### config.mk
export PLATFORM = sky130hd
export DESIGN_NAME = elevator_shuttle_controller
export DESIGN_NICKNAME = d
export VERILOG_FILES = /design/src/sv/esc_pkg.sv /design/src/sv/elevator_shuttle_controller.sv
export SDC_FILE = /design/constraint.sdc
export NUM_CORES = 1
export LEC_CHECK = 0
export ABC_AREA = 1
export BUFFER_PORTS_ARGS = -buffer_cell sky130_fd_sc_hd__buf_4
export CAP_MARGIN = 0
export CORE_MARGIN = 2
export CORE_UTILIZATION = 50
export DETAILED_ROUTE_END_ITERATION = 8
export GPL_TIMING_DRIVEN = 0
export HOLD_SLACK_MARGIN = 0.12
export PLACE_DENSITY = 0.69
export SYNTH_ARGS = -nofsm -noshare
export SYNTH_HDL_FRONTEND = slang
export SYNTH_SLANG_ARGS = --single-unit
export TNS_END_PERCENT = 100
### constraint.sdc
create_clock -name aclk -period 3.05 [get_ports aclk]
set_input_delay 0 -clock aclk [delete_from_list [all_inputs] [get_ports aclk]]
set_output_delay 0 -clock aclk [all_outputs]
set_load 0.005 [all_outputs]
### src/sv/esc_pkg.sv
package esc_pkg;

    // request kinds carried on the input tuser
    typedef enum logic [1:0] {
        REQ_TICK    = 2'd0,
        REQ_LANDING = 2'd1,
        REQ_INSIDE  = 2'd2,
        REQ_CLOSE   = 2'd3
    } req_t;

    // travel direction, two-bit signed code
    typedef enum logic [1:0] {
        DIR_STOP = 2'b00,
        DIR_UP   = 2'b01,
        DIR_DOWN = 2'b11
    } dir_t;

    // door event reported with each result
    typedef enum logic [1:0] {
        DOOR_NONE   = 2'd0,
        DOOR_OPENED = 2'd1,
        DOOR_CLOSED = 2'd2
    } door_evt_t;

    // configuration register indexes
    typedef enum logic [1:0] {
        CFG_NUM_LEVELS  = 2'd0,
        CFG_MOVE_DELAY  = 2'd1,
        CFG_START_DELAY = 2'd2,
        CFG_STOP_DELAY  = 2'd3
    } cfg_idx_t;

    localparam logic [7:0] DEFAULT_DELAY   = 8'd5;
    localparam logic [4:0] RST_NUM_LEVELS  = 5'd3;
    localparam logic [7:0] RST_MOVE_DELAY  = 8'd10;
    localparam logic [7:0] RST_START_DELAY = 8'd15;
    localparam logic [7:0] RST_STOP_DELAY  = 8'd20;

    // result fields in tdata order
    typedef struct packed {
        logic [7:0] time_left;
        logic       rejected;
        door_evt_t  door_event;
        logic       arrived;
        logic       doors_open;
        dir_t       direction;
        logic [3:0] floor;
    } result_t;

    // zero delay register means the default delay
    function automatic logic [7:0] load_delay(input logic [7:0] d);
        return (d != 8'd0) ? d : DEFAULT_DELAY;
    endfunction

endpackage

### src/sv/elevator_shuttle_controller.sv
// a result beat is registered and appears in the cycle after its input beat is accepted
// throughput: one input beat per cycle; the single result register is the only
//   buffer, so s_tready follows m_tready while a result is waiting
// reset (aresetn low, synchronous): car at floor index 1 going up, doors closed,
//   no calls latched, countdown 1, registers back to 3, 10, 15, 20
module elevator_shuttle_controller
    import esc_pkg::*;
#(
    parameter int MAX_FLOORS = 16
) (
    input  logic        aclk,
    input  logic        aresetn,
    // configuration write port
    input  logic        cfg_wr_en,
    input  logic [1:0]  cfg_addr,
    input  logic [7:0]  cfg_wdata,
    // input channel
    input  logic        s_tvalid,
    output logic        s_tready,
    input  logic [7:0]  s_tdata,    // [4:0] level, [7:5] zero
    input  logic [1:0]  s_tuser,    // [1:0] req_type
    // result channel
    output logic        m_tvalid,
    input  logic        m_tready,
    output logic [23:0] m_tdata     // [3:0] floor, [5:4] direction, [6] doors_open,
                                    // [7] arrived, [9:8] door_event, [10] rejected,
                                    // [18:11] time_left, [23:19] zero
);

    localparam int FW = (MAX_FLOORS > 2) ? $clog2(MAX_FLOORS) : 1;
    localparam int NW = ($clog2(MAX_FLOORS + 1) > 5) ? $clog2(MAX_FLOORS + 1) : 5;
    localparam logic [FW-1:0] TOP_FLOOR  = FW'(MAX_FLOORS - 1);
    localparam logic [FW-1:0] FLOOR_MASK = FW'(MAX_FLOORS - 1);
    localparam logic [NW-1:0] MAX_N      = NW'(MAX_FLOORS);

    // configuration registers
    logic [4:0] num_levels_reg;
    logic [7:0] move_delay_reg, start_delay_reg, stop_delay_reg;

    // car state
    logic [FW-1:0]         car_floor_reg, car_floor_next;
    dir_t                  car_dir_reg, car_dir_next;
    dir_t                  saved_dir_reg, saved_dir_next;
    logic                  doors_reg, doors_next;
    logic [MAX_FLOORS-1:0] calls_reg, calls_next;
    logic [7:0]            countdown_reg, countdown_next;

    // result register
    logic    out_valid_reg;
    result_t out_data_reg;
    result_t res;

    logic          accept;
    req_t          req;
    logic [4:0]    lvl;
    logic [NW-1:0] n_eff;
    logic [NW-1:0] lvl_ext;
    logic [FW-1:0] moved_floor;
    logic [FW-1:0] call_idx;
    logic [FW-1:0] step_idx;
    logic          arrived;
    door_evt_t     door_event;
    logic          rejected;

    assign s_tready = !out_valid_reg || m_tready;
    assign accept   = s_tvalid && s_tready;
    assign req      = req_t'(s_tuser);
    assign lvl      = s_tdata[4:0];
    assign lvl_ext  = NW'(lvl);

    // floor count clamped to 2..MAX_FLOORS
    always_comb begin
        if (NW'(num_levels_reg) < NW'(2)) begin
            n_eff = NW'(2);
        end else if (NW'(num_levels_reg) > MAX_N) begin
            n_eff = MAX_N;
        end else begin
            n_eff = NW'(num_levels_reg);
        end
    end

    // configuration writes
    always_ff @(posedge aclk) begin
        if (!aresetn) begin
            num_levels_reg  <= RST_NUM_LEVELS;
            move_delay_reg  <= RST_MOVE_DELAY;
            start_delay_reg <= RST_START_DELAY;
            stop_delay_reg  <= RST_STOP_DELAY;
        end else if (cfg_wr_en) begin
            unique case (cfg_idx_t'(cfg_addr))
                CFG_NUM_LEVELS:  num_levels_reg  <= cfg_wdata[4:0];
                CFG_MOVE_DELAY:  move_delay_reg  <= cfg_wdata;
                CFG_START_DELAY: start_delay_reg <= cfg_wdata;
                CFG_STOP_DELAY:  stop_delay_reg  <= cfg_wdata;
                default: ;
            endcase
        end
    end

    // one floor of travel, saturated at both ends of the shaft
    always_comb begin
        moved_floor = car_floor_reg;
        if (car_dir_reg == DIR_UP) begin
            if (car_floor_reg < TOP_FLOOR) begin
                moved_floor = car_floor_reg + FW'(1);
            end
        end else if (car_floor_reg != FW'(0)) begin
            moved_floor = car_floor_reg - FW'(1);
        end
    end

    assign step_idx = moved_floor & FLOOR_MASK;
    assign call_idx = FW'(lvl - 5'd1) & FLOOR_MASK;

    // item processing
    always_comb begin
        car_floor_next = car_floor_reg;
        car_dir_next   = car_dir_reg;
        saved_dir_next = saved_dir_reg;
        doors_next     = doors_reg;
        calls_next     = calls_reg;
        countdown_next = countdown_reg;
        arrived        = 1'b0;
        door_event     = DOOR_NONE;
        rejected       = 1'b0;
        case (req) inside
            REQ_TICK: begin
                if (countdown_reg > 8'd1) begin
                    countdown_next = countdown_reg - 8'd1;
                end else if (car_dir_reg != DIR_STOP) begin
                    // move one floor, reverse at the ends, stop on a call
                    car_floor_next = moved_floor;
                    arrived        = 1'b1;
                    if (moved_floor == FW'(0)) begin
                        car_dir_next = DIR_UP;
                    end
                    if (NW'(moved_floor) >= n_eff - NW'(1)) begin
                        car_dir_next = DIR_DOWN;
                    end
                    if (calls_reg[step_idx]) begin
                        calls_next[step_idx] = 1'b0;
                        doors_next           = 1'b1;
                        door_event           = DOOR_OPENED;
                        saved_dir_next       = car_dir_next;
                        car_dir_next         = DIR_STOP;
                        countdown_next       = load_delay(stop_delay_reg);
                    end else begin
                        countdown_next = load_delay(move_delay_reg);
                    end
                end else begin
                    // close doors and resume travel
                    doors_next     = 1'b0;
                    door_event     = DOOR_CLOSED;
                    car_dir_next   = saved_dir_reg;
                    countdown_next = load_delay(start_delay_reg);
                end
            end
            REQ_LANDING, REQ_INSIDE: begin
                if (lvl == 5'd0 || lvl_ext > n_eff) begin
                    rejected = 1'b1;
                end else begin
                    calls_next[call_idx] = 1'b1;
                    if (req == REQ_INSIDE && doors_reg) begin
                        countdown_next = 8'd1;
                    end
                end
            end
            default: begin
                if (doors_reg) begin
                    countdown_next = 8'd1;
                end else begin
                    rejected = 1'b1;
                end
            end
        endcase
    end

    // result fields
    always_comb begin
        res.floor      = 4'(32'(car_floor_next));
        res.direction  = car_dir_next;
        res.doors_open = doors_next;
        res.arrived    = arrived;
        res.door_event = door_event;
        res.rejected   = rejected;
        res.time_left  = countdown_next;
    end

    // state update on each accepted beat
    always_ff @(posedge aclk) begin
        if (!aresetn) begin
            car_floor_reg <= FW'(1);
            car_dir_reg   <= DIR_UP;
            saved_dir_reg <= DIR_UP;
            doors_reg     <= 1'b0;
            calls_reg     <= '0;
            countdown_reg <= 8'd1;
        end else if (accept) begin
            car_floor_reg <= car_floor_next;
            car_dir_reg   <= car_dir_next;
            saved_dir_reg <= saved_dir_next;
            doors_reg     <= doors_next;
            calls_reg     <= calls_next;
            countdown_reg <= countdown_next;
        end
    end

    // output register
    always_ff @(posedge aclk) begin
        if (!aresetn) begin
            out_valid_reg <= 1'b0;
        end else if (accept) begin
            out_valid_reg <= 1'b1;
        end else if (m_tready) begin
            out_valid_reg <= 1'b0;
        end
    end

    always_ff @(posedge aclk) begin
        if (accept) begin
            out_data_reg <= res;
        end
    end

    assign m_tvalid = out_valid_reg;
    assign m_tdata  = 24'(out_data_reg);

    // doors are open exactly while the car is stopped
    assert property (@(posedge aclk) disable iff (!aresetn)
        doors_reg == (car_dir_reg == DIR_STOP))
        else $error("doors state and stopped direction disagree");

    // the countdown never rests at zero
    assert property (@(posedge aclk) disable iff (!aresetn)
        countdown_reg != 8'd0)
        else $error("countdown reached zero");

    // a stop always leaves a nonzero direction saved for the restart
    assert property (@(posedge aclk) disable iff (!aresetn)
        saved_dir_reg != DIR_STOP)
        else $error("saved direction is stopped");

    // the car stays inside the shaft
    assert property (@(posedge aclk) disable iff (!aresetn)
        32'(car_floor_reg) < MAX_FLOORS)
        else $error("car floor out of range");

endmodule

; ---- After elaboration in Yosys (flattened, before gate mapping)
; Index checks and enable logic that the tools add are counted.
[totals]
regBits = 82
input_bits = 25
output_inout_bits = 26
word_cells = 126
[classes]
addsub = 5
magnitude_cmp = 10
n_eq_ne = 10
muxes = 49
bitwise_logic = 6
reduce_logical = 27
[ops]
columns = operator, n
row1 = $mux W16, 6
row2 = $mux W8, 11
row3 = $mux W4, 6
row4 = $reduce_bool A8 Y1, 3
row5 = $and A16 B16 Y16, 1
row6 = $not A16 Y16, 1
row7 = $or A16 B16 Y16, 1
row8 = $mux W1, 14
row9 = $mux W2, 7
row10 = $lt A4 B5 Y1 const B, 2
row11 = $mux W5, 2
row12 = $demux W1 S4, 2
row13 = $ge A4 B1 Y1 const B, 2
row14 = $gt A8 B1 Y1 const B, 1
row15 = $reduce_and A2 Y1, 4
row16 = $sub A4 B1 Y4 const B, 2
row17 = $sub A8 B1 Y8 const B, 1
row18 = $eq A2 B1 Y1 const B, 3
row19 = $eq A2 B2 Y1 const B, 3
row20 = $reduce_and A6 Y1, 1
row21 = $reduce_bool A2 Y1, 3
row22 = $ge A4 B5 Y1, 1
row23 = $gt A5 B5 Y1, 1
row24 = $gt A5 B5 Y1 const B, 1
row25 = 18 further kinds, 28

; ---- Logic depth before layout (Yosys ltp)
; Gate-level depths: netlist of the first run.
[depth]
word_depth = 13
ltp_mapped = 22
depth_no_buf = 22

; ---- Worst setup path before layout of the first run
; OpenSTA, ideal clock, no wires.
[synth_path]
path_type = register -> register
start = register car_floor_reg[0]
end = register car_dir_reg[0]
setup_ns = 0.155
arrival_ns = 2.613
required_time_ns = 2.895
path_slack_ns = 0.282
stages_incl_launch_ff = 20
n_path_buf = 0
synth_period_minus_slack_ns = 2.768
path_cell_list = dfxtp_1 -> inv_2 -> ha_1 -> nand2_2 -> nand2_1 -> o21ai_1 -> nand2_1 -> nand2_2 -> inv_2 -> ha_1 -> a21boi_0 -> o21a_1 -> o21ai_0 -> nand2_1 -> o211ai_1 -> nand3_1 -> nand3_1 -> o211ai_1 -> a21oi_1 -> o21ai_1
[synth_via]
elab_chain_len = 10
elab_cells_between_ends = 17
classes_between = add/sub (2) / order compare (2) / mux (11) / reduce/logical (2)
[synth_lines]
columns = element, line
row1 = from (decl), elevator_shuttle_controller.sv:41  ; logic [FW-1:0] car_floor_reg, car_floor_next;
row2 = from (signal assigned), elevator_shuttle_controller.sv:199  ; car_floor_reg <= car_floor_next;
row3 = $sub A4 B1 Y4 (tied with other cells), elevator_shuttle_controller.sv:108  ; moved_floor = car_floor_reg - FW'(1);
row4 = "$mux W4, on equally long branches", "elevator_shuttle_controller.sv:107, elevator_shuttle_controller.sv:104"
row5 = $mux W4 *, elevator_shuttle_controller.sv:103  ; if (car_dir_reg == DIR_UP) begin
row6 = branches (longest 3 deep; another with $ge A4 B5 Y1), --
row7 = $mux W2 *, elevator_shuttle_controller.sv:140  ; if (calls_reg[step_idx]) begin
row8 = $mux W2 *, elevator_shuttle_controller.sv:130  ; end else if (car_dir_reg != DIR_STOP) begin
row9 = $mux W2 *, elevator_shuttle_controller.sv:128  ; if (countdown_reg > 8'd1) begin
row10 = $mux W2 *, elevator_shuttle_controller.sv:126  ; case (req) inside
row11 = named net car_dir_next[0], elevator_shuttle_controller.sv:42  ; dir_t car_dir_reg, car_dir_next;
row12 = to (signal assigned), elevator_shuttle_controller.sv:200  ; car_dir_reg <= car_dir_next;
row13 = to (decl), elevator_shuttle_controller.sv:42
; Mark *: on every way through the listed nets, which the timed path passes. The select of a mux whose other input is x is not followed.
; A chain may end at the register's enable or synchronous reset.

; ---- Worst setup path after layout of the first run
; Same ends and word-level chain as after synthesis.

==> key figures, run 1 <==
Worst setup path
  – Worst Reg-to-Reg Cells: 19
  – Worst Setup Path Type: flip-flop to flip-flop
  – Setup crit start: car_floor_reg[0]
  – R2R setup slack: 0.16 ns
  – CP endpoint: car_dir_reg[0]
  – CP max FO: 8
  – Worst EP arrival: 3.12 ns
  – Critical Path Sink Type: flip-flop
  – Reg2Reg Launch Point: car_floor_reg[0]
  – Critical Path RT: 3.28 ns
  – Reg-to-Reg End: car_dir_reg[0]
  – Worst setup SP type: flip-flop

Final layout
  – # diodes: 0
  – Multi-input gate area: 2820 um2
  – Nets: 840
  – Syn-to-layout area delta: 18.1%
  – Most frequent cells in the layout: nand2_1 (156), inv_1 (81), nand3_1 (76), dfxtp_1 (61), o21ai_0 (54)
  – Storage element area: 1840 um2
  – # fillers: 916
  – Commonest non-fill, non-tap cell in the layout: nand2_1
  – Max reg flops: 19
  – Design area: 6040 um2
  – Proportion of layout cells with a drive suffix above 1: 18.2%

Synthesis
  – Main synth FF type: dfxtp_1
  – Post-synth EDFFs: 19
  – Post-Syn Area: 5110 um2
  – FF+latch count, synth: 82
  – Sequential share of the synthesized area: 35.8%
  – Yosys top cell area share: 24.7%
  – Mean Syn Cell Area: 7.06 um2
  – Synth warn: 0
  – Synth area leader: dfxtp_1
  – Distinct cells, synth: 45
  – Synth Instances: 724
  – Top post-synthesis cells by area: dfxtp_1 (25%), nand2_1 (11%), edfxtp_1 (11%), nand3_1 (7.4%), inv_1 (6.1%)
  – Async set-reset flop share out of synthesis: 0%

STA
  – Fin. Hold Viols: 0
  – Clock Skew: 0.0156 ns
  – Slew @ Worst Pin: 0.833 ns
  – Min cycle time layout: 2.89 ns
  – Slew headroom: 44.4%
  – Final setup viols: 0
  – Max Clock Freq: 346 MHz
  – Crit share post-route: 94.7%
  – RSZ-0062 raised after global routing: yes
  – Max-slew violation count: 0

Flow run
  – Max-cap violations: 0

Floorplan
  – Core area: 9860 um2
  – Initial Util: 51.8%
  – Die ar.: 11,000 um2
  – Die width: 105 um
  – Die height: 105 um
  – IO Count: 51
  – FP Rows: 36

Drt
  – Wire per inst: 14.8 um
  – Via-per-instance ratio: 5.45
  – DR iter-0 viols: 396
  – DRT Pass-1 Iters: 8
  – ANT nets after route: 0
  – Remaining DRCs: 0
  – WL final: 13,800 um
  – DR vias: 5,105

Outcome
  – Status: completed

Global routing
  – Initial antenna violation count: 0
  – Vias in the first global route: 4,644
  – GRT overflow: 0
  – Largest net degree at the start of global routing: 29
  – Global-route wire length before repair: 22,500 um
  – GRT Util Overall: 25.4%

Clock network
  – Num CTS Buffers: 9
  – Root buf cell: clkbuf_8
  – TritonCTS clock tree: yes
  – Clock-pin slew on the worst setup and hold paths: 0.09 ns
  – Worst-Skew Late Latency: 0.37 ns
  – H-tree Lvls: 3
  – CTS Sinks: 82
  – Clock Path Buffers: 2

Power
  – Leakage dissipation: 0.00272 uW
  – P per Cell Area: 448 nW/um2
  – Final Total Pwr: 2710 uW
  – Peak supply drop: 0.000326 V

Placement
  – Placer Congestion: 0.947
  – Detailed-placement wirelength estimate: 10,200 um
  – Placement Cell Area: 5590 um2
  – Port Buffers: 40

Worst hold path
  – Hold Path Class: input port to flip-flop
-- Yosys cell counts, types with 3 or more instances --
cell type	number
nand2_1	156
inv_1	83
nand3_1	76
dfxtp_1	63
o21ai_0	55
nor2_1	50
a21oi_1	49
nand2_2	21
edfxtp_1	19
clkbuf_1	16
ha_1	16
a21oi_2	11
inv_2	11
nor3_1	10
nand4_1	9
o211ai_1	9
o21bai_1	9
buf_4	7
nand2_4	7
nor2_4	6
o21ai_1	5
buf_6	3
nor4_1	3
xor2_1	3
-- power by group --
group / total, uW / internal (uW) / switching (uW)
clock network: 788 / 334 / 454
logic: 697 / 247 / 451
registers: 1220 / 1180 / 40.5
total: 2710 / 1760 / 946
-- area by class of cell --
cell class / instances / share of cell area [%]
Timing Repair Buffer: 60 / 8.17
Multi-Input combinational cell: 521 / 46.8
Clock inverter: 6 / 0.829
Buffer: 29 / 2.67
Tap cell: 133 / 2.76
Clock buffer: 10 / 2.28
Sequential cell: 82 / 30.5
Inverter: 96 / 6.05
-- critical path, stage by stage, from the launching register on --
cell      delay [ns]
dfxtp_4         0.41
inv_4           0.07
ha_4            0.24
inv_1           0.05
nand2_1         0.04
o21ai_0         0.07
nand2_1         0.11
nand2_4         0.14
inv_4           0.08
ha_1            0.28
a21boi_0        0.12
o21a_1          0.16
o21ai_0         0.14
nand2_1         0.06
o211ai_1        0.18
nand3_1         0.15
nand3_1         0.11
o211ai_1        0.11
a21oi_1         0.14
o21ai_1         0.08
-- kinds of logic (layout without fill, tap and decap cells) --
family,count (synthesis),in the layout,synth area share (%)
AO/OA/AOI/OAI,150,150,17.3
buffers and inverters,125,201,10.2
AND/OR/NAND/NOR,345,345,31.9
other,1,5,0.0734
flip-flops,82,82,35.8
XOR/XNOR,5,5,0.857
adder cells (fa/ha/maj),16,16,3.92
-- worst min path at each step --
stage                            start                 end  slack [ns]  depth (start not counted)
final                       s_tdata[4]         m_tdata[10]        0.25                          4
after global routing        s_tdata[4]         m_tdata[10]        0.27                          4
after CTS                     s_tvalid    countdown_reg[1]        0.23                          5
after detailed placement  cfg_wdata[3]  start_delay_reg[3]        0.26                          3
after global placement    cfg_wdata[7]  start_delay_reg[7]        0.25                          3
after floorplan               m_tready            s_tready        0.10                          2
-- through the flow --
step	TNS (ns)	worst slack, ns	hold slack, ns	util (%)	cells
floorplan	0	0.282	0.102	-	728
global placement	-0.238	-0.164	0.251	56.7	901
detailed placement	-0.354	-0.209	0.256	56.7	901
CTS	0	0.0150	0.235	60.4	934
global route	-0.104	-0.0977	0.271	61.2	937
finish	0	0.162	0.254	61.2	937
-- per-layer routing --
layer	global-route usage [%]	vias to the layer above	share of wire, %
met5	0	-	0
li1	-	2540	-
met3	6.61	20	7.4
met4	6.38	0	1.0
met1	35.5	2362	47
met2	39.1	183	45
-- what timing repair did --
item | 4_1_cts | 5_1_grt
endpoints found under the setup margin | 4 | 23
hold buffers | 17 | 0
pin swaps | 0 | 3
gates resized for setup | 5 | 14
setup buffers | 0 | 3
hold endpoints to repair | 31 | 0
(Power assumes the default switching activity.)
==> inputs of run 2 (changes only) <==
==> constraint.sdc (replaced) <==
create_clock -name aclk -period 3.1 [get_ports aclk]
set_input_delay 0 -clock aclk [delete_from_list [all_inputs] [get_ports aclk]]
set_output_delay 0 -clock aclk [all_outputs]
set_load 0.005 [all_outputs]
==> run 2 against run 1 <==
Net effect:
- combinational power down 1%
- clock power down 2%
- first-iteration DRC count down 16%
- non-clock buffer count unchanged
- flip-flop and latch count unchanged
- global-route usage about the same
- critical path depth down 2
- sequential share of layout area unchanged
- total power down 1.6%
==> key figures, run 2 (synthesis results as in run 1) <==
Final layout
  – Storage element area: 1840 um2 (unchanged)
  – Most frequent cells in the layout: nand2_1 (156), inv_1 (81), nand3_1 (76), dfxtp_1 (61), o21ai_0 (55)
  – Nets: 840 (unchanged)
  – Syn-to-layout area delta: 18.1% (unchanged)
  – Commonest non-fill, non-tap cell in the layout: nand2_1
  – # fillers: 915 (-0.11%)
  – # diodes: 0 (unchanged)
  – Max reg flops: 19 (unchanged)
  – Proportion of layout cells with a drive suffix above 1: 18.2% (unchanged)
  – Design area: 6040 um2 (unchanged)
  – Multi-input gate area: 2820 um2 (unchanged)

Worst setup path
  – Worst Setup Path Type: flip-flop to flip-flop
  – R2R setup slack: 0.19 ns (+0.03 ns)
  – Critical Path Sink Type: flip-flop
  – Worst setup SP type: flip-flop
  – Reg2Reg Launch Point: num_levels_reg[1]
  – Setup crit start: num_levels_reg[1]
  – Worst EP arrival: 3.03 ns (-0.09 ns)
  – Critical Path RT: 3.22 ns (-0.06 ns)
  – CP max FO: 4 (-4)

Power
  – Sequential power share: 45.1% (about the same)
  – Part of the power in combinational logic: 25.8% (about the same)
  – Switching Fraction: 34.9% (about the same)
  – Clk pwr share: 29.1% (about the same)
  – Leakage dissipation: 0.00272 uW (about the same)
  – P per Cell Area: 441 nW/um2 (-1.6%)
  – Sw Pwr: 930 uW (-1.6%)
  – Peak supply drop: 0.000321 V (-1.5%)
  – Pint: 1730 uW (-1.6%)

Floorplan
  – FP Rows: 36 (unchanged)
  – IO Count: 51 (unchanged)
  – Die ar.: 11,000 um2 (unchanged)
  – Initial Util: 51.8% (unchanged)
  – Die height: 105 um (unchanged)
  – Die width: 105 um (unchanged)
  – Core area: 9860 um2 (unchanged)

Drt
  – ANT nets after route: 0 (unchanged)
  – Via-per-instance ratio: 5.43 (-0.33%)
  – Wire per inst: 14.8 um (about the same)
  – WL final: 13,800 um (about the same)
  – Remaining DRCs: 0 (unchanged)
  – DR vias: 5,088 (-0.33%)
  – DRT Pass-1 Iters: 7 (-1)
  – DR iter-0 viols: 333 (-16%)

Global routing
  – Global-route wire length before repair: 22,500 um (-0.12%)
  – Initial antenna violation count: 0 (unchanged)
  – Vias in the first global route: 4,641 (-0.065%)
  – Largest net degree at the start of global routing: 29 (unchanged)
  – GRT Util Overall: 25.4% (-0.039 points)
  – GRT overflow: 0 (unchanged)

Clock network
  – Worst-Skew Late Latency: 0.37 ns (about the same)
  – TritonCTS clock tree: yes
  – H-tree Lvls: 3 (unchanged)
  – Root buf cell: clkbuf_8
  – Clock-pin slew on the worst setup and hold paths: 0.10 ns (about the same)
  – Clock Path Buffers: 2 (unchanged)
  – Num CTS Buffers: 9 (unchanged)
  – CTS Sinks: 82 (unchanged)

STA
  – Slew headroom: 48.2% (+3.7 points)
  – Final setup viols: 0 (unchanged)
  – Fin. Hold Viols: 0 (unchanged)
  – Clock Skew: 0.0164 ns (+0.000805 ns)
  – Crit share post-route: 93.8% (-0.85 points)
  – Min cycle time layout: 2.91 ns (+0.0209 ns)
  – Setup TNS: 0 ns (unchanged)
  – Max Clock Freq: 344 MHz (-0.72%)
  – Slew @ Worst Pin: 0.777 ns (-0.0561 ns)
  – RSZ-0062 raised after global routing: yes
  – Max-slew violation count: 0 (unchanged)

Worst hold path
  – Hold Path Class: input port to flip-flop
  – Min-Delay Startpoint: s_tdata[4]

Flow run
  – Max-cap violations: 0 (unchanged)

Placement
  – Placer Congestion: 0.947 (unchanged)
  – Port Buffers: 40 (unchanged)
  – Detailed-placement wirelength estimate: 10,200 um (unchanged)
  – Placement Cell Area: 5590 um2 (unchanged)

Outcome
  – Status: completed
==> run 2: cell counts in the layout (fill, tap and decap cells not counted) <==
No cell type changed its count.
==> run 2: power by group through the flow <==
stage | registers, uW | logic, uW | clock network [uW]
6_report | 1200 | 687 | 775
5_1_grt | 1210 | 765 | 823
4_1_cts | 1200 | 658 | 781
3_5_place_dp | 1220 | 639 | 0
3_3_place_gp | 1220 | 628 | 0
2_1_floorplan | 1220 | 440 | 0
==> run 2: path summary, 6_finish.rpt <==
path                            cells past startpoint                 to
worst max-delay path                               17        m_tdata[15]
worst min-delay path                                4        m_tdata[10]
worst max register to register                     17        m_tdata[15]
worst min register to register                      2  stop_delay_reg[5]
==> run 2: area by class of cell <==
cell class | instances | share of cell area (%)
timing repair buffer | 60 | 8.17
sequential | 82 | 30.5
multi-input combinational | 521 | 46.8
clock buffer | 10 | 2.28
tap | 133 | 2.76
inverter | 96 | 6.05
buffer | 29 | 2.67
clock inverter | 6 | 0.829
==> run 2: critical path, cell delays in order (launching register included) <==
cell and delay, ns:
dfxtp_1 0.35, nor2_2 0.16, a31oi_1 0.11, or2_2 0.33, ha_1 0.32, nand2_1 0.08
inv_1 0.04, o21bai_1 0.13, nand2_1 0.06, o22ai_1 0.16, o21ai_2 0.16, nand3b_1 0.21
nand2_1 0.12, nor2_2 0.08, inv_1 0.12, o21ai_0 0.10, inv_1 0.09, nand2_1 0.06
==> run 2: per-layer routing <==
layer  part of all wire (%)  track usage, %  vias up  routed length (um)
li1                       -               -     2535                   -
met3                    7.3            6.61       21                1010
met1                     47            35.5     2349                6470
met2                     45            39.0      183                6210
met5                      0               0        -                   0
met4                    1.1            6.38        0                 146
==> run 2: timing repair <==
item                       CTS  global route
setup buffers                0             3
hold endpoints to repair    31             0
resized for setup            4            14
pin swaps                    0             5
setup endpoints to repair    3            21
hold buffers                17             0
==> run 2: through the flow <==
step / std cells / setup slack [ns] / hold WS (ns) / util [%] / power [uW]
2_1_floorplan: 728 / 0.332 / 0.102 / - / 1660
3_3_place_gp: 901 / -0.114 / 0.251 / 56.7 / 1850
3_5_place_dp: 901 / -0.159 / 0.256 / 56.7 / 1860
4_1_cts: 934 / 0.0269 / 0.235 / 60.4 / 2640
5_1_grt: 937 / -0.0199 / 0.271 / 61.2 / 2790
6_report: 937 / 0.191 / 0.261 / 61.2 / 2660
==> inputs of run 3 (changes only) <==
--- a/config.mk
+++ b/config.mk
@@ -7,13 +7,11 @@
 export LEC_CHECK = 0
 export ABC_AREA = 1
 export BUFFER_PORTS_ARGS = -buffer_cell sky130_fd_sc_hd__buf_4
-export CAP_MARGIN = 0
 export CORE_MARGIN = 2
-export CORE_UTILIZATION = 50
+export CORE_UTILIZATION = 30
 export DETAILED_ROUTE_END_ITERATION = 8
 export GPL_TIMING_DRIVEN = 0
 export HOLD_SLACK_MARGIN = 0.12
-export PLACE_DENSITY = 0.69
 export SYNTH_ARGS = -nofsm -noshare
 export SYNTH_HDL_FRONTEND = slang
 export SYNTH_SLANG_ARGS = --single-unit
==> run 3 against run 2 <==
Net effect:
- sequential power barely moved
- register-to-register slack improved by 0.02 ns
- sequential share of layout area down 1.2 points
- critical endpoint is now car_dir_reg[0]
==> key figures, run 3 (synthesis results as in run 1) <==
Outcome
  – Status: completed

Final layout
  – Proportion of layout cells with a drive suffix above 1: 18.4% (+0.26 points)
  – Fin cells: 1,029 (+9.8%)
  – Commonest non-fill, non-tap cell in the layout: nand2_1
  – Max reg flops: 19 (unchanged)
  – Design area: 6290 um2 (+4.2%)
  – Syn-to-layout area delta: 23.1%
  – Final core utilization: 37.8% (-23 points)
  – Nets: 845 (+0.60%)
  – # diodes: 0 (unchanged)
  – Most frequent cells in the layout: nand2_1 (156), inv_1 (81), nand3_1 (76), dfxtp_1 (61)

Flow run
  – Max-cap violations: 0 (unchanged)

Worst setup path
  – Worst setup SP type: flip-flop
  – CP max FO: 8 (+4)
  – Worst Reg-to-Reg Cells: 19 (+2)
  – Reg-to-Reg End: car_dir_reg[0]
  – Delay of the slowest critical-path stage: 0.39 ns (+0.04 ns)
  – Critical Path Sink Type: flip-flop
  – Reg2Reg Launch Point: car_floor_reg[0]
  – Setup crit start: car_floor_reg[0]
  – CP cell instances: inv_4, ha_4, nand2_2, nand2_1, o21ai_1, nand2_1, nand2_4, inv_2, ha_1, a21boi_0, o21a_1, o21ai_1, nand2_1, o211ai_1, nand3_1, nand3_1, o211ai_1, a21oi_1, o21ai_1
  – Critical Path RT: 3.32 ns (+0.10 ns)
  – Critical path's top delay family: compound AO/OA/AOI/OAI gates
  – Buffer and inverter count on the worst path: 2 (-1)
  – Slowest stage cell, crit path: dfxtp_4
  – Worst EP arrival: 3.11 ns (+0.08 ns)
  – R2R setup slack: 0.22 ns (+0.02 ns)
  – Worst Setup Path Type: flip-flop to flip-flop

Drt
  – DR iter-0 viols: 376 (+13%)
  – WL final: 14,100 um (+1.6%)
  – Wire per inst: 13.7 um (-7.5%)
  – Via-per-instance ratio: 4.84 (-11%)
  – DR vias: 4,985 (-2.0%)
  – Remaining DRCs: 0 (unchanged)
  – DRT Pass-1 Iters: 7 (unchanged)
  – ANT nets after route: 0 (unchanged)

Floorplan
  – Initial Util: 30.7% (-21 points)
  – IO Count: 51 (unchanged)
  – Core area: 16,600 um2 (+69%)
  – Die ar.: 18,100 um2 (+64%)
  – Die height: 135 um (+28%)
  – Die width: 135 um (+28%)
  – FP Rows: 47 (+31%)

Clock network
  – Num CTS Buffers: 9 (unchanged)
  – CTS Sinks: 82 (unchanged)
  – H-tree Lvls: 3 (unchanged)
  – Root buf cell: clkbuf_16
  – TritonCTS clock tree: yes
  – Clock Path Buffers: 2 (unchanged)
  – Clock-pin slew on the worst setup and hold paths: 0.06 ns (-0.04 ns)
  – Worst-Skew Late Latency: 0.36 ns (about the same)

Global routing
  – Largest net degree at the start of global routing: 29 (unchanged)
  – Vias in the first global route: 4,441 (-4.3%)
  – Global-route wire length before repair: 22,900 um (+1.9%)
  – Initial antenna violation count: 0 (unchanged)
  – GRT Util Overall: 15.9% (-9.5 points)
  – GRT overflow: 0 (unchanged)

Placement
  – Inst Count DP: 988 (+9.7%)
  – Pre-CTS WS: -0.146 ns (+0.0133 ns)
  – Placement Cell Area: 5700 um2 (+1.9%)
  – Port Buffers: 40 (unchanged)
  – Placer Congestion: 0.918 (-3.1%)
  – Detailed-placement wirelength estimate: 10,500 um (+2.6%)

Worst hold path
  – Hold Crit Depth: 7 (+3)
  – Min-Delay Startpoint: s_tdata[3]
  – Hold Path Class: input port to flip-flop
  – Hold Path Sink: calls_reg[9]

STA
  – Final setup viols: 0 (unchanged)
  – Min cycle time layout: 2.88 ns (-0.0246 ns)
  – Max-slew violation count: 0 (unchanged)
  – Slew @ Worst Pin: 0.794 ns (+0.0163 ns)
  – Clock Skew: 0.00804 ns (-0.00834 ns)
  – Crit share post-route: 93.1% (-0.79 points)
  – Max Clock Freq: 347 MHz (+0.85%)
  – Slew headroom: 46.7% (-1.5 points)
  – RSZ-0062 raised after global routing: yes
  – Setup WS post-layout: 0.215 ns (+0.0246 ns)
  – Fin. Hold Viols: 0 (unchanged)
  – Worst hold margin: 0.278 ns (+0.0168 ns)

Power
  – Sw Pwr: 967 uW (+3.9%)
  – Clk pwr share: 36.6% (+7.5 points)
  – Switching Fraction: 32.3% (-2.6 points)
  – Part of the power in combinational logic: 23.2% (-2.6 points)
  – P per Cell Area: 475 nW/um2 (+7.8%)
  – Peak supply drop: 0.000298 V (-7.1%)
  – Pint: 2020 uW (+17%)
  – Sequential power share: 40.2% (-4.9 points)
  – Leakage dissipation: 0.00280 uW (+2.9%)
## run 3: cell count changes in the layout (fill, tap and decap cells not counted), moves of 3 or more
cell       delta
buf_4         +4
clkbuf_16    +10
clkbuf_8     -10
inv_4         -3
## run 3: timing repair
item                                    CTS  global route
endpoints found under the hold margin    31             0
endpoints found under the setup margin    3            12
pin swaps                                 0             5
gates resized for setup                   4            14
hold buffers                             18             0
setup buffers                             0             7
## run 3: layout make-up
type	instances	area [um2]
fill	1753	10300
multi-input combinational	521	2820
sequential	82	1840
timing repair buffer	65	533
inverter	96	363
tap	220	275
clock buffer	11	254
buffer	29	161
clock inverter	5	42.5
## run 3: worst max path at each step
| stage | end | slack (ns) | cells past startpoint |
|---|---|---|---|
| floorplan | car_dir_reg[0] | 0.33 | 19 |
| global placement | car_dir_reg[0] | -0.13 | 19 |
| detailed placement | car_dir_reg[0] | -0.15 | 19 |
| CTS | car_dir_reg[0] | 0.02 | 19 |
| global route | car_dir_reg[0] | -0.05 | 20 |
| finish | car_dir_reg[0] | 0.22 | 19 |
## run 3: power by group through the flow
stage,sequential (uW),combinational [uW],clock [uW]
global placement,1220,631,0
floorplan,1220,440,0
global route,1210,776,1150
detailed placement,1230,635,0
CTS,1200,654,1110
finish,1200,694,1090
## run 3: worst reg2reg max path, stage by stage (launching register included)
cell and delay (ns):
dfxtp_4 0.39, inv_4 0.07, ha_4 0.18, nand2_2 0.10, nand2_1 0.05, o21ai_1 0.07, nand2_1 0.10, nand2_4 0.12
inv_2 0.09, ha_1 0.29, a21boi_0 0.12, o21a_1 0.17, o21ai_1 0.11, nand2_1 0.06, o211ai_1 0.18, nand3_1 0.16
nand3_1 0.11, o211ai_1 0.15, a21oi_1 0.16, o21ai_1 0.08
## run 3: per-stage QoR
| stage | setup TNS (ns) | total power (uW) |
|---|---|---|
| after floorplan | 0 | 1660 |
| after global placement | -0.163 | 1860 |
| after CTS | 0 | 2960 |
| after detailed placement | -0.187 | 1860 |
| final | 0 | 2990 |
| after global routing | -0.0528 | 3130 |
## run 3: layer usage
layer  global-route usage, %  wire, um  share of wire [%]
met1                    23.5      7060                 50
met2                    23.7      5990                 43
met3                    3.00       827                5.9
met4                    4.21       172                1.2
met5                       0         0                  0
